### src/design/brp_pkg.sv
// ----------------------------------------------------------------------------
// brp_pkg: shared types and constants of the byte range parser
// Phase and spec-state encodings, character codes and the result flag group.
// ----------------------------------------------------------------------------
package brp_pkg;

    // header parse phase, one-hot
    typedef enum logic [4:0] {
        PH_LEAD   = 5'b00001,
        PH_UNIT   = 5'b00010,
        PH_MID    = 5'b00100,
        PH_SET    = 5'b01000,
        PH_IGNORE = 5'b10000
    } t_phase;

    // range spec state, one-hot
    typedef enum logic [2:0] {
        SP_START  = 3'b001,
        SP_FIRST  = 3'b010,
        SP_SECOND = 3'b100
    } t_spec;

    // flags of one result item
    typedef struct packed {
        logic emit;
        logic range_valid;
        logic first_present;
        logic last_present;
        logic done;
        logic status;
    } t_flags;

    // character codes
    localparam logic [7:0] CH_EQ    = 8'h3D;
    localparam logic [7:0] CH_COMMA = 8'h2C;
    localparam logic [7:0] CH_DASH  = 8'h2D;
    localparam logic [7:0] CH_ZERO  = 8'h30;
    localparam logic [7:0] CH_NINE  = 8'h39;

    // length of the unit token "bytes"
    localparam logic [2:0] UNIT_LEN = 3'd5;

    // letter of the unit token at a position
    function automatic logic [7:0] unit_letter(input logic [2:0] idx);
        logic [7:0] res;
        case (idx)
            3'd0:    res = 8'h62; // b
            3'd1:    res = 8'h79; // y
            3'd2:    res = 8'h74; // t
            3'd3:    res = 8'h65; // e
            3'd4:    res = 8'h73; // s
            default: res = 8'h00;
        endcase
        return res;
    endfunction

endpackage

### src/design/brp_in_reg.sv
// ----------------------------------------------------------------------------
// brp_in_reg: input register
// Holds one incoming item until the parse stage takes it.
// ----------------------------------------------------------------------------
module brp_in_reg (
    input  logic       i_clk,
    input  logic       i_rst_n,
    input  logic       i_valid,
    output logic       o_stall,
    input  logic [7:0] i_char_code,
    input  logic       i_end_of_value,
    input  logic       i_advance,
    output logic       o_item_valid,
    output logic [7:0] o_char_code,
    output logic       o_end_of_value
);

    logic       r_valid;
    logic [7:0] r_char_code;
    logic       r_end_of_value;
    logic       w_load;

    // register is free when empty or when its item moves on
    assign o_stall = r_valid && !i_advance;
    assign w_load  = i_valid && !o_stall;

    // valid flag
    always_ff @(posedge i_clk) begin
        if (!i_rst_n) begin
            r_valid <= 1'b0;
        end else if (!o_stall) begin
            r_valid <= i_valid;
        end
    end

    // payload
    always_ff @(posedge i_clk) begin
        if (w_load) begin
            r_char_code    <= i_char_code;
            r_end_of_value <= i_end_of_value;
        end
    end

    assign o_item_valid   = r_valid;
    assign o_char_code    = r_char_code;
    assign o_end_of_value = r_end_of_value;

endmodule

### src/design/brp_dec_acc.sv
// ----------------------------------------------------------------------------
// brp_dec_acc: saturating decimal accumulate
// Computes acc * 10 + digit, clamped at the largest position value.
// ----------------------------------------------------------------------------
module brp_dec_acc #(
    parameter int POS_BITS = 48
) (
    input  logic [POS_BITS-1:0] i_acc,
    input  logic [3:0]          i_digit,
    output logic [POS_BITS-1:0] o_acc
);

    localparam int W = POS_BITS + 4;

    logic [W-1:0] w_ext;
    logic [W-1:0] w_sum;

    // times ten as two shifts and an add, plus the digit
    assign w_ext = {4'b0000, i_acc};
    assign w_sum = (w_ext << 3) + (w_ext << 1) + {{(W-4){1'b0}}, i_digit};

    // any bit above the field means overflow
    assign o_acc = (|w_sum[W-1:POS_BITS]) ? {POS_BITS{1'b1}} : w_sum[POS_BITS-1:0];

endmodule

### src/design/brp_core.sv
// ----------------------------------------------------------------------------
// brp_core: parse state and next-state logic
// Tracks unit matching, range spec fields and error, and forms the result.
// ----------------------------------------------------------------------------
module brp_core #(
    parameter int POS_BITS = 48
) (
    input  logic                  i_clk,
    input  logic                  i_rst_n,
    input  logic                  i_fire,
    input  logic [7:0]            i_char_code,
    input  logic                  i_end_of_value,
    output brp_pkg::t_flags       o_flags,
    output logic [POS_BITS-1:0]   o_first_pos,
    output logic [POS_BITS-1:0]   o_last_pos
);

    brp_pkg::t_phase     r_phase, n_phase;
    logic [2:0]          r_unit_index, n_unit_index;
    logic                r_unit_mismatch, n_unit_mismatch;
    brp_pkg::t_spec      r_spec, n_spec;
    logic [POS_BITS-1:0] r_first_acc, n_first_acc;
    logic                r_first_seen, n_first_seen;
    logic [POS_BITS-1:0] r_second_acc, n_second_acc;
    logic                r_second_seen, n_second_seen;
    logic                r_error, n_error;

    logic [POS_BITS-1:0] w_first_step;
    logic [POS_BITS-1:0] w_second_step;
    logic                w_digit;
    logic [3:0]          w_dval;
    logic                w_give;
    logic                w_status;

    assign w_digit = (i_char_code >= brp_pkg::CH_ZERO) && (i_char_code <= brp_pkg::CH_NINE);
    assign w_dval  = i_char_code[3:0];

    // decimal accumulators for both positions
    brp_dec_acc #(.POS_BITS(POS_BITS)) u_first_acc (
        .i_acc   (r_first_acc),
        .i_digit (w_dval),
        .o_acc   (w_first_step)
    );

    brp_dec_acc #(.POS_BITS(POS_BITS)) u_second_acc (
        .i_acc   (r_second_acc),
        .i_digit (w_dval),
        .o_acc   (w_second_step)
    );

    // next state and result
    always_comb begin
        logic fin;
        logic set_ch;
        logic unit_ch;

        n_phase         = r_phase;
        n_unit_index    = r_unit_index;
        n_unit_mismatch = r_unit_mismatch;
        n_spec          = r_spec;
        n_first_acc     = r_first_acc;
        n_first_seen    = r_first_seen;
        n_second_acc    = r_second_acc;
        n_second_seen   = r_second_seen;
        n_error         = r_error;
        fin             = 1'b0;
        set_ch          = 1'b0;
        unit_ch         = 1'b0;
        w_give          = 1'b0;

        // phase walk
        if (i_end_of_value) begin
            fin = (r_phase == brp_pkg::PH_SET);
        end else begin
            unique case (r_phase)
                brp_pkg::PH_LEAD: begin
                    if (i_char_code != brp_pkg::CH_EQ) begin
                        n_phase = brp_pkg::PH_UNIT;
                        unit_ch = 1'b1;
                    end
                end
                brp_pkg::PH_UNIT: begin
                    if (i_char_code == brp_pkg::CH_EQ) begin
                        if (r_unit_mismatch || (r_unit_index != brp_pkg::UNIT_LEN)) begin
                            n_phase = brp_pkg::PH_IGNORE;
                        end else begin
                            n_phase = brp_pkg::PH_MID;
                        end
                    end else begin
                        unit_ch = 1'b1;
                    end
                end
                brp_pkg::PH_MID: begin
                    if (i_char_code != brp_pkg::CH_EQ) begin
                        n_phase = brp_pkg::PH_SET;
                        set_ch  = 1'b1;
                    end
                end
                brp_pkg::PH_SET: begin
                    if (i_char_code == brp_pkg::CH_EQ) begin
                        fin     = 1'b1;
                        n_phase = brp_pkg::PH_IGNORE;
                    end else begin
                        set_ch = 1'b1;
                    end
                end
                default: begin
                end
            endcase
        end

        // unit token compare
        if (unit_ch) begin
            if (r_unit_index < brp_pkg::UNIT_LEN) begin
                if (brp_pkg::unit_letter(r_unit_index) != i_char_code) begin
                    n_unit_mismatch = 1'b1;
                end
                n_unit_index = r_unit_index + 3'd1;
            end else begin
                n_unit_mismatch = 1'b1;
            end
        end

        // range set character
        if (set_ch && !r_error) begin
            if (i_char_code == brp_pkg::CH_COMMA) begin
                fin = 1'b1;
            end else begin
                unique case (r_spec)
                    brp_pkg::SP_START: begin
                        if (w_digit) begin
                            n_first_acc  = {{(POS_BITS-4){1'b0}}, w_dval};
                            n_first_seen = 1'b1;
                            n_spec       = brp_pkg::SP_FIRST;
                        end else if (i_char_code == brp_pkg::CH_DASH) begin
                            n_spec = brp_pkg::SP_SECOND;
                        end else begin
                            n_error = 1'b1;
                        end
                    end
                    brp_pkg::SP_FIRST: begin
                        if (w_digit) begin
                            n_first_acc = w_first_step;
                        end else if (i_char_code == brp_pkg::CH_DASH) begin
                            n_spec = brp_pkg::SP_SECOND;
                        end else begin
                            n_error = 1'b1;
                        end
                    end
                    default: begin
                        if (w_digit) begin
                            n_second_acc  = w_second_step;
                            n_second_seen = 1'b1;
                        end else begin
                            n_error = 1'b1;
                        end
                    end
                endcase
            end
        end

        // close the current spec
        if (fin) begin
            if (!r_error) begin
                if (r_spec == brp_pkg::SP_FIRST) begin
                    n_error = 1'b1;
                end else if (r_spec == brp_pkg::SP_SECOND) begin
                    w_give = 1'b1;
                end
            end
            n_spec        = brp_pkg::SP_START;
            n_first_acc   = '0;
            n_first_seen  = 1'b0;
            n_second_acc  = '0;
            n_second_seen = 1'b0;
        end

        w_status = n_error;

        // end marker returns everything to reset
        if (i_end_of_value) begin
            n_phase         = brp_pkg::PH_LEAD;
            n_unit_index    = 3'd0;
            n_unit_mismatch = 1'b0;
            n_spec          = brp_pkg::SP_START;
            n_first_acc     = '0;
            n_first_seen    = 1'b0;
            n_second_acc    = '0;
            n_second_seen   = 1'b0;
            n_error         = 1'b0;
        end
    end

    // state registers
    always_ff @(posedge i_clk) begin
        if (!i_rst_n) begin
            r_phase         <= brp_pkg::PH_LEAD;
            r_unit_index    <= 3'd0;
            r_unit_mismatch <= 1'b0;
            r_spec          <= brp_pkg::SP_START;
            r_first_acc     <= '0;
            r_first_seen    <= 1'b0;
            r_second_acc    <= '0;
            r_second_seen   <= 1'b0;
            r_error         <= 1'b0;
        end else if (i_fire) begin
            r_phase         <= n_phase;
            r_unit_index    <= n_unit_index;
            r_unit_mismatch <= n_unit_mismatch;
            r_spec          <= n_spec;
            r_first_acc     <= n_first_acc;
            r_first_seen    <= n_first_seen;
            r_second_acc    <= n_second_acc;
            r_second_seen   <= n_second_seen;
            r_error         <= n_error;
        end
    end

    // result fields; range fields are zero where no range is carried
    always_comb begin
        o_flags.emit          = w_give || i_end_of_value;
        o_flags.range_valid   = w_give;
        o_flags.first_present = w_give && r_first_seen;
        o_flags.last_present  = w_give && r_second_seen;
        o_flags.done          = i_end_of_value;
        o_flags.status        = i_end_of_value && w_status;
    end

    assign o_first_pos = w_give ? r_first_acc : '0;
    assign o_last_pos  = w_give ? r_second_acc : '0;

endmodule

### src/design/brp_out_reg.sv
// ----------------------------------------------------------------------------
// brp_out_reg: result register
// Holds one result item until the receiver takes it.
// ----------------------------------------------------------------------------
module brp_out_reg #(
    parameter int POS_BITS = 48
) (
    input  logic                i_clk,
    input  logic                i_rst_n,
    input  logic                i_fire,
    input  brp_pkg::t_flags     i_flags,
    input  logic [POS_BITS-1:0] i_first_pos,
    input  logic [POS_BITS-1:0] i_last_pos,
    output logic                o_advance,
    output logic                o_valid,
    input  logic                i_stall,
    output logic                o_range_valid,
    output logic                o_first_present,
    output logic [POS_BITS-1:0] o_first_pos,
    output logic                o_last_present,
    output logic [POS_BITS-1:0] o_last_pos,
    output logic                o_done_res,
    output logic                o_status
);

    logic                r_valid;
    brp_pkg::t_flags     r_flags;
    logic [POS_BITS-1:0] r_first_pos;
    logic [POS_BITS-1:0] r_last_pos;

    // register can take a new item when empty or being drained
    assign o_advance = !r_valid || !i_stall;

    // valid flag
    always_ff @(posedge i_clk) begin
        if (!i_rst_n) begin
            r_valid <= 1'b0;
        end else if (o_advance) begin
            r_valid <= i_fire && i_flags.emit;
        end
    end

    // payload
    always_ff @(posedge i_clk) begin
        if (o_advance) begin
            r_flags     <= i_flags;
            r_first_pos <= i_first_pos;
            r_last_pos  <= i_last_pos;
        end
    end

    assign o_valid         = r_valid;
    assign o_range_valid   = r_flags.range_valid;
    assign o_first_present = r_flags.first_present;
    assign o_first_pos     = r_first_pos;
    assign o_last_present  = r_flags.last_present;
    assign o_last_pos      = r_last_pos;
    assign o_done_res      = r_flags.done;
    assign o_status        = r_flags.status;

endmodule

### src/design/http_byte_range_parser_top.sv
// path: item held in the input register, parsed, result held in the result register
// throughput: one item per cycle unless results stall, set by the single parse stage
// an item gives at most one result; items that give none leave no gap
// reset: synchronous active-low; clears both registers and the parse state
// ----------------------------------------------------------------------------
// http_byte_range_parser_top: HTTP Range header value parser
// Parses "bytes=" range sets one character per item and gives out each complete spec.
// ----------------------------------------------------------------------------
module http_byte_range_parser_top #(
    parameter int POS_BITS = 48
) (
    input  logic                i_clk,
    input  logic                i_rst_n,
    input  logic                i_valid,
    output logic                o_stall,
    input  logic [7:0]          i_char_code,
    input  logic                i_end_of_value,
    output logic                o_valid,
    input  logic                i_stall,
    output logic                o_range_valid,
    output logic                o_first_present,
    output logic [POS_BITS-1:0] o_first_pos,
    output logic                o_last_present,
    output logic [POS_BITS-1:0] o_last_pos,
    output logic                o_done_res,
    output logic                o_status
);

    logic                w_item_valid;
    logic [7:0]          w_char_code;
    logic                w_end_of_value;
    logic                w_advance;
    logic                w_fire;
    brp_pkg::t_flags     w_flags;
    logic [POS_BITS-1:0] w_first_pos;
    logic [POS_BITS-1:0] w_last_pos;

    // item in the input register is parsed when the result register can take it
    assign w_fire = w_item_valid && w_advance;

    brp_in_reg u_in_reg (
        .i_clk          (i_clk),
        .i_rst_n        (i_rst_n),
        .i_valid        (i_valid),
        .o_stall        (o_stall),
        .i_char_code    (i_char_code),
        .i_end_of_value (i_end_of_value),
        .i_advance      (w_advance),
        .o_item_valid   (w_item_valid),
        .o_char_code    (w_char_code),
        .o_end_of_value (w_end_of_value)
    );

    brp_core #(.POS_BITS(POS_BITS)) u_core (
        .i_clk          (i_clk),
        .i_rst_n        (i_rst_n),
        .i_fire         (w_fire),
        .i_char_code    (w_char_code),
        .i_end_of_value (w_end_of_value),
        .o_flags        (w_flags),
        .o_first_pos    (w_first_pos),
        .o_last_pos     (w_last_pos)
    );

    brp_out_reg #(.POS_BITS(POS_BITS)) u_out_reg (
        .i_clk           (i_clk),
        .i_rst_n         (i_rst_n),
        .i_fire          (w_fire),
        .i_flags         (w_flags),
        .i_first_pos     (w_first_pos),
        .i_last_pos      (w_last_pos),
        .o_advance       (w_advance),
        .o_valid         (o_valid),
        .i_stall         (i_stall),
        .o_range_valid   (o_range_valid),
        .o_first_present (o_first_present),
        .o_first_pos     (o_first_pos),
        .o_last_present  (o_last_present),
        .o_last_pos      (o_last_pos),
        .o_done_res      (o_done_res),
        .o_status        (o_status)
    );

endmodule

### config.mk
export PLATFORM = sky130hd
export DESIGN_NAME = http_byte_range_parser_top
export DESIGN_NICKNAME = d
export VERILOG_FILES = /design/src/design/brp_pkg.sv /design/src/design/brp_in_reg.sv /design/src/design/brp_dec_acc.sv /design/src/design/brp_core.sv /design/src/design/brp_out_reg.sv /design/src/design/http_byte_range_parser_top.sv
export SDC_FILE = /design/constraint.sdc
export NUM_CORES = 1
export LEC_CHECK = 0
export BUFFER_PORTS_ARGS = -buffer_cell sky130_fd_sc_hd__buf_2
export CAP_MARGIN = 20
export CORE_ASPECT_RATIO = 1.5
export CORE_UTILIZATION = 30
export DETAILED_ROUTE_END_ITERATION = 8
export PLACE_DENSITY = 0.52
export SLEW_MARGIN = 20
export SYNTH_ARGS = -nofsm -noshare
export SYNTH_HDL_FRONTEND = slang
export SYNTH_HIERARCHICAL = 1
export SYNTH_SLANG_ARGS = --single-unit
export TNS_END_PERCENT = 1
### constraint.sdc
create_clock -name i_clk -period 11.9 [get_ports i_clk]
set_input_delay 1.785 -clock i_clk [delete_from_list [all_inputs] [get_ports i_clk]]
set_output_delay 1.785 -clock i_clk [all_outputs]
set_load 0.05 [all_outputs]
==> qor.yml <==
status: "complete, no violations"
register_area_sq_um: 5570
wirelength_um: 44000
leakagePower_uw: 0.00858
io_buffers: 115
drcViolationCount: 0
fmax_mhz: 208
finalSetupViolations: 0
place_area_sq_um: 17200
cp-end-kind: "flop"
worst_pin_slew_ns: 1.09
yosysMostFrequentCell: "ha_1"
syn_nets: 1914
synth_top_cells_by_count: "ha_1 (194), nand2_1 (151), a21oi_1 (136)"
grt_max_degree: 71
powerDensity_nw_per_um2: 95.7
yosys-top-cells-area: "edfxtp_1 (20%), ha_1 (15%), dfxtp_1 (14%)"
ys_seq_elements: 223
htree_levels: 1
vdd_drop_max_v: 0.000121
synth-edff-count: 110
vias: 12970
design_area_sq_um: 18100
synth_area_sq_um: 16200
syn_inst: 1703
rsz0062_at_grt: "false"
arrival_ns: 5.24
antenna_found_initial: 0
diodes: 0
skew_ns: 0.0186
multi_input_area_sq_um: 10000
areaGrowthSynthToFinish_pct: 12.1
path_class: "flop to flop"
cts_setup_buffers: 0
grt_util_all_layers_pct: 15.9
holdWs_ns: 0.458
die_height_um: 286
yosysSeqAreaShare_pct: 34.5
start_util_pct: 30.5
hold_path_class: "flop to flop"
placed_cells: 2420
dieArea_sq_um: 54800
wire_per_inst_um: 17.9
cp.required_ns: 12.32
drt_iter0_markers: 551
crit_top_cell: "fa_1"
slowest_stage: "fa_1"
grt_overflow: 0
slew_violations: 0
final_nets: 1976
num-fill-cells: 5459
cts_buffer_depth: 3
avgSynthCellArea_sq_um: 9.49
ys_warn_count: 6
period_share_pct: 40.5
postLayoutCoreUtil_pct: 34.2
numCtsBuffers: 25
insertion_delay_ns: 0.54
rows: 103
first_global_vias: 13211
drive_above_1_share_pct: 13.1
grt_first_pass_wirelength_um: 70400
postCtsResizedCells: 0
critPathLaunchType: "flop"
clkTransAtPathRegs_ns: 0.06
synthDistinctLibCells: 98
postRouteAntennaNets: 0
synth_top_area_share_pct: 20.4
crit_chain: "fa_1, inv_1, fa_1, nand2b_1, a21oi_1, o211ai_1, nand3_1, a31oi_1, o31ai_4, a41oi_1, mux2i_4, buf_4, nand4_1, a22o_2"
drt-vias-per-instance: 5.26
ys.flop_type: "dfxtp_1"
drt_first_pass_iters: 5
core_area_sq_um: 53000
max_cap_viol_count: 0
final.setup.tns_ns: 0
cts_hold_buf: 0
root_buffer: "clkbuf_16"
fin_cells: 2465
cp_max_fo: 33
finalHoldViolCount: 0
ys_async_sr_fraction_pct: 0
place.gp.congestion: 0.882
cts_tree: "yes"
fin_crit_ns: 4.82
cpPeakStageDelay_ns: 0.56
die_x_um: 191
cts.sinks: 223
relSlewSlack_pct: 27.3
hpwlAfterDp_um: 33600
io_pins: 116
yosysTopAreaCell: "edfxtp_1"
-- worst paths after layout --
| kind | end | cells past startpoint | slack, ns | from |
|---|---|---|---|---|
| max | u_core/r_first_acc[21]$_SDFFE_PN0P_ | 14 | 7.08 | u_in_reg/o_char_code[3]$_DFFE_PP_ |
| min | u_core/r_second_seen$_SDFFE_PN0P_ | 1 | 0.46 | u_core/r_second_seen$_SDFFE_PN0P_ |
| max reg2reg | u_core/r_first_acc[21]$_SDFFE_PN0P_ | 14 | 7.08 | u_in_reg/o_char_code[3]$_DFFE_PP_ |
| min reg2reg | u_core/r_second_seen$_SDFFE_PN0P_ | 1 | 0.46 | u_core/r_second_seen$_SDFFE_PN0P_ |
-- cells by family (layout without fill, tap and decap cells) --
family                     after synthesis  in the layout  synth area share, %
xor gates and xnor gates                90             90                 4.88
adders and majority gates              198            198                 15.5
and+or+nand+nor                        565            565                 18.7
muxes                                   10             10                0.635
buffers and inverters                  125            205                 3.93
DFF                                    223            223                 34.5
AOI/OAI and AO/OA                      492            492                 21.9
-- layout by cell type, fill, tap and decap left out, types with 6 or more instances in the layout --
cell type	n
ha_1	194
nand2_1	151
a21oi_1	136
buf_2	115
dfxtp_1	113
edfxtp_1	110
and2_1	105
nor2_1	86
a22o_1	84
nand4_1	72
o21ai_0	70
xnor2_1	47
xor2_1	43
a21o_1	43
inv_1	36
clkbuf_16	25
nand3_1	21
nor3_1	21
nand2b_1	18
a21boi_0	15
o211ai_1	14
nor4_1	11
o21a_1	11
a211oi_1	11
a22o_2	10
nand2_2	10
o21ai_1	9
a31oi_1	9
buf_4	8
or3_1	8
o21bai_1	8
nor2b_1	7
mux2i_1	7
and3_1	7
clkbuf_1	6
o2111ai_1	6
o31ai_1	6
nand4b_1	6
-- report_power, final --
group	internal, uW	total [uW]	switching (uW)	leakage (uW)
sequential	812	822	9.56	0.00222
clock	513	835	322	0.000429
combinational	18.3	75.2	56.9	0.00593
-- critical path: cells and delay by family (launching register included) --
family / cells / cell delay (ns)
AO/OA/AOI/OAI: 6 / 1.58
adder cells (fa/ha/maj): 2 / 1.01
buffers and inverters: 2 / 0.51
flip-flops: 1 / 0.52
multiplexers: 1 / 0.51
AND/OR/NAND/NOR: 3 / 0.54
-- through the flow --
| stage | total power, uW | worst slack, ns |
|---|---|---|
| after floorplan | 893 | 6.67 |
| after global placement | 913 | 7.10 |
| after detailed placement | 915 | 7.06 |
| after CTS | 1770 | 7.07 |
| after global routing | 1800 | 6.65 |
| final | 1730 | 7.08 |
-- sequential cells by signal (all words and copies together), names as in the netlist, 3 cells and up --
name                   count
u_core/r_first_acc        48
u_core/r_second_acc       48
u_in_reg/o_char_code       8
u_out_reg/o_last_pos      48
u_core/r_spec              3
u_core/r_unit_index        3
u_core/r_phase             5
u_out_reg/o_first_pos     48
-- layout make-up --
class	instances	share of cell area (%)
inverter	36	0.747
clock inverter	11	1.01
timing repair buffer	124	3.66
clock buffer	34	3.81
tap	682	4.71
sequential	223	30.7
multi-input combinational	1355	55.3
-- layer usage --
metal | wire [um] | up-vias | track usage [%] | share of wire [%]
met3 | 1370 | 57 | 1.66 | 3.1
met5 | 0 | - | 0 | 0
met2 | 24500 | 227 | 31.8 | 56
met4 | 971 | 0 | 4.58 | 2.2
li1 | - | 6517 | - | -
met1 | 17200 | 6169 | 17.2 | 39
No activity file was read; power rests on OpenSTA's default activity.
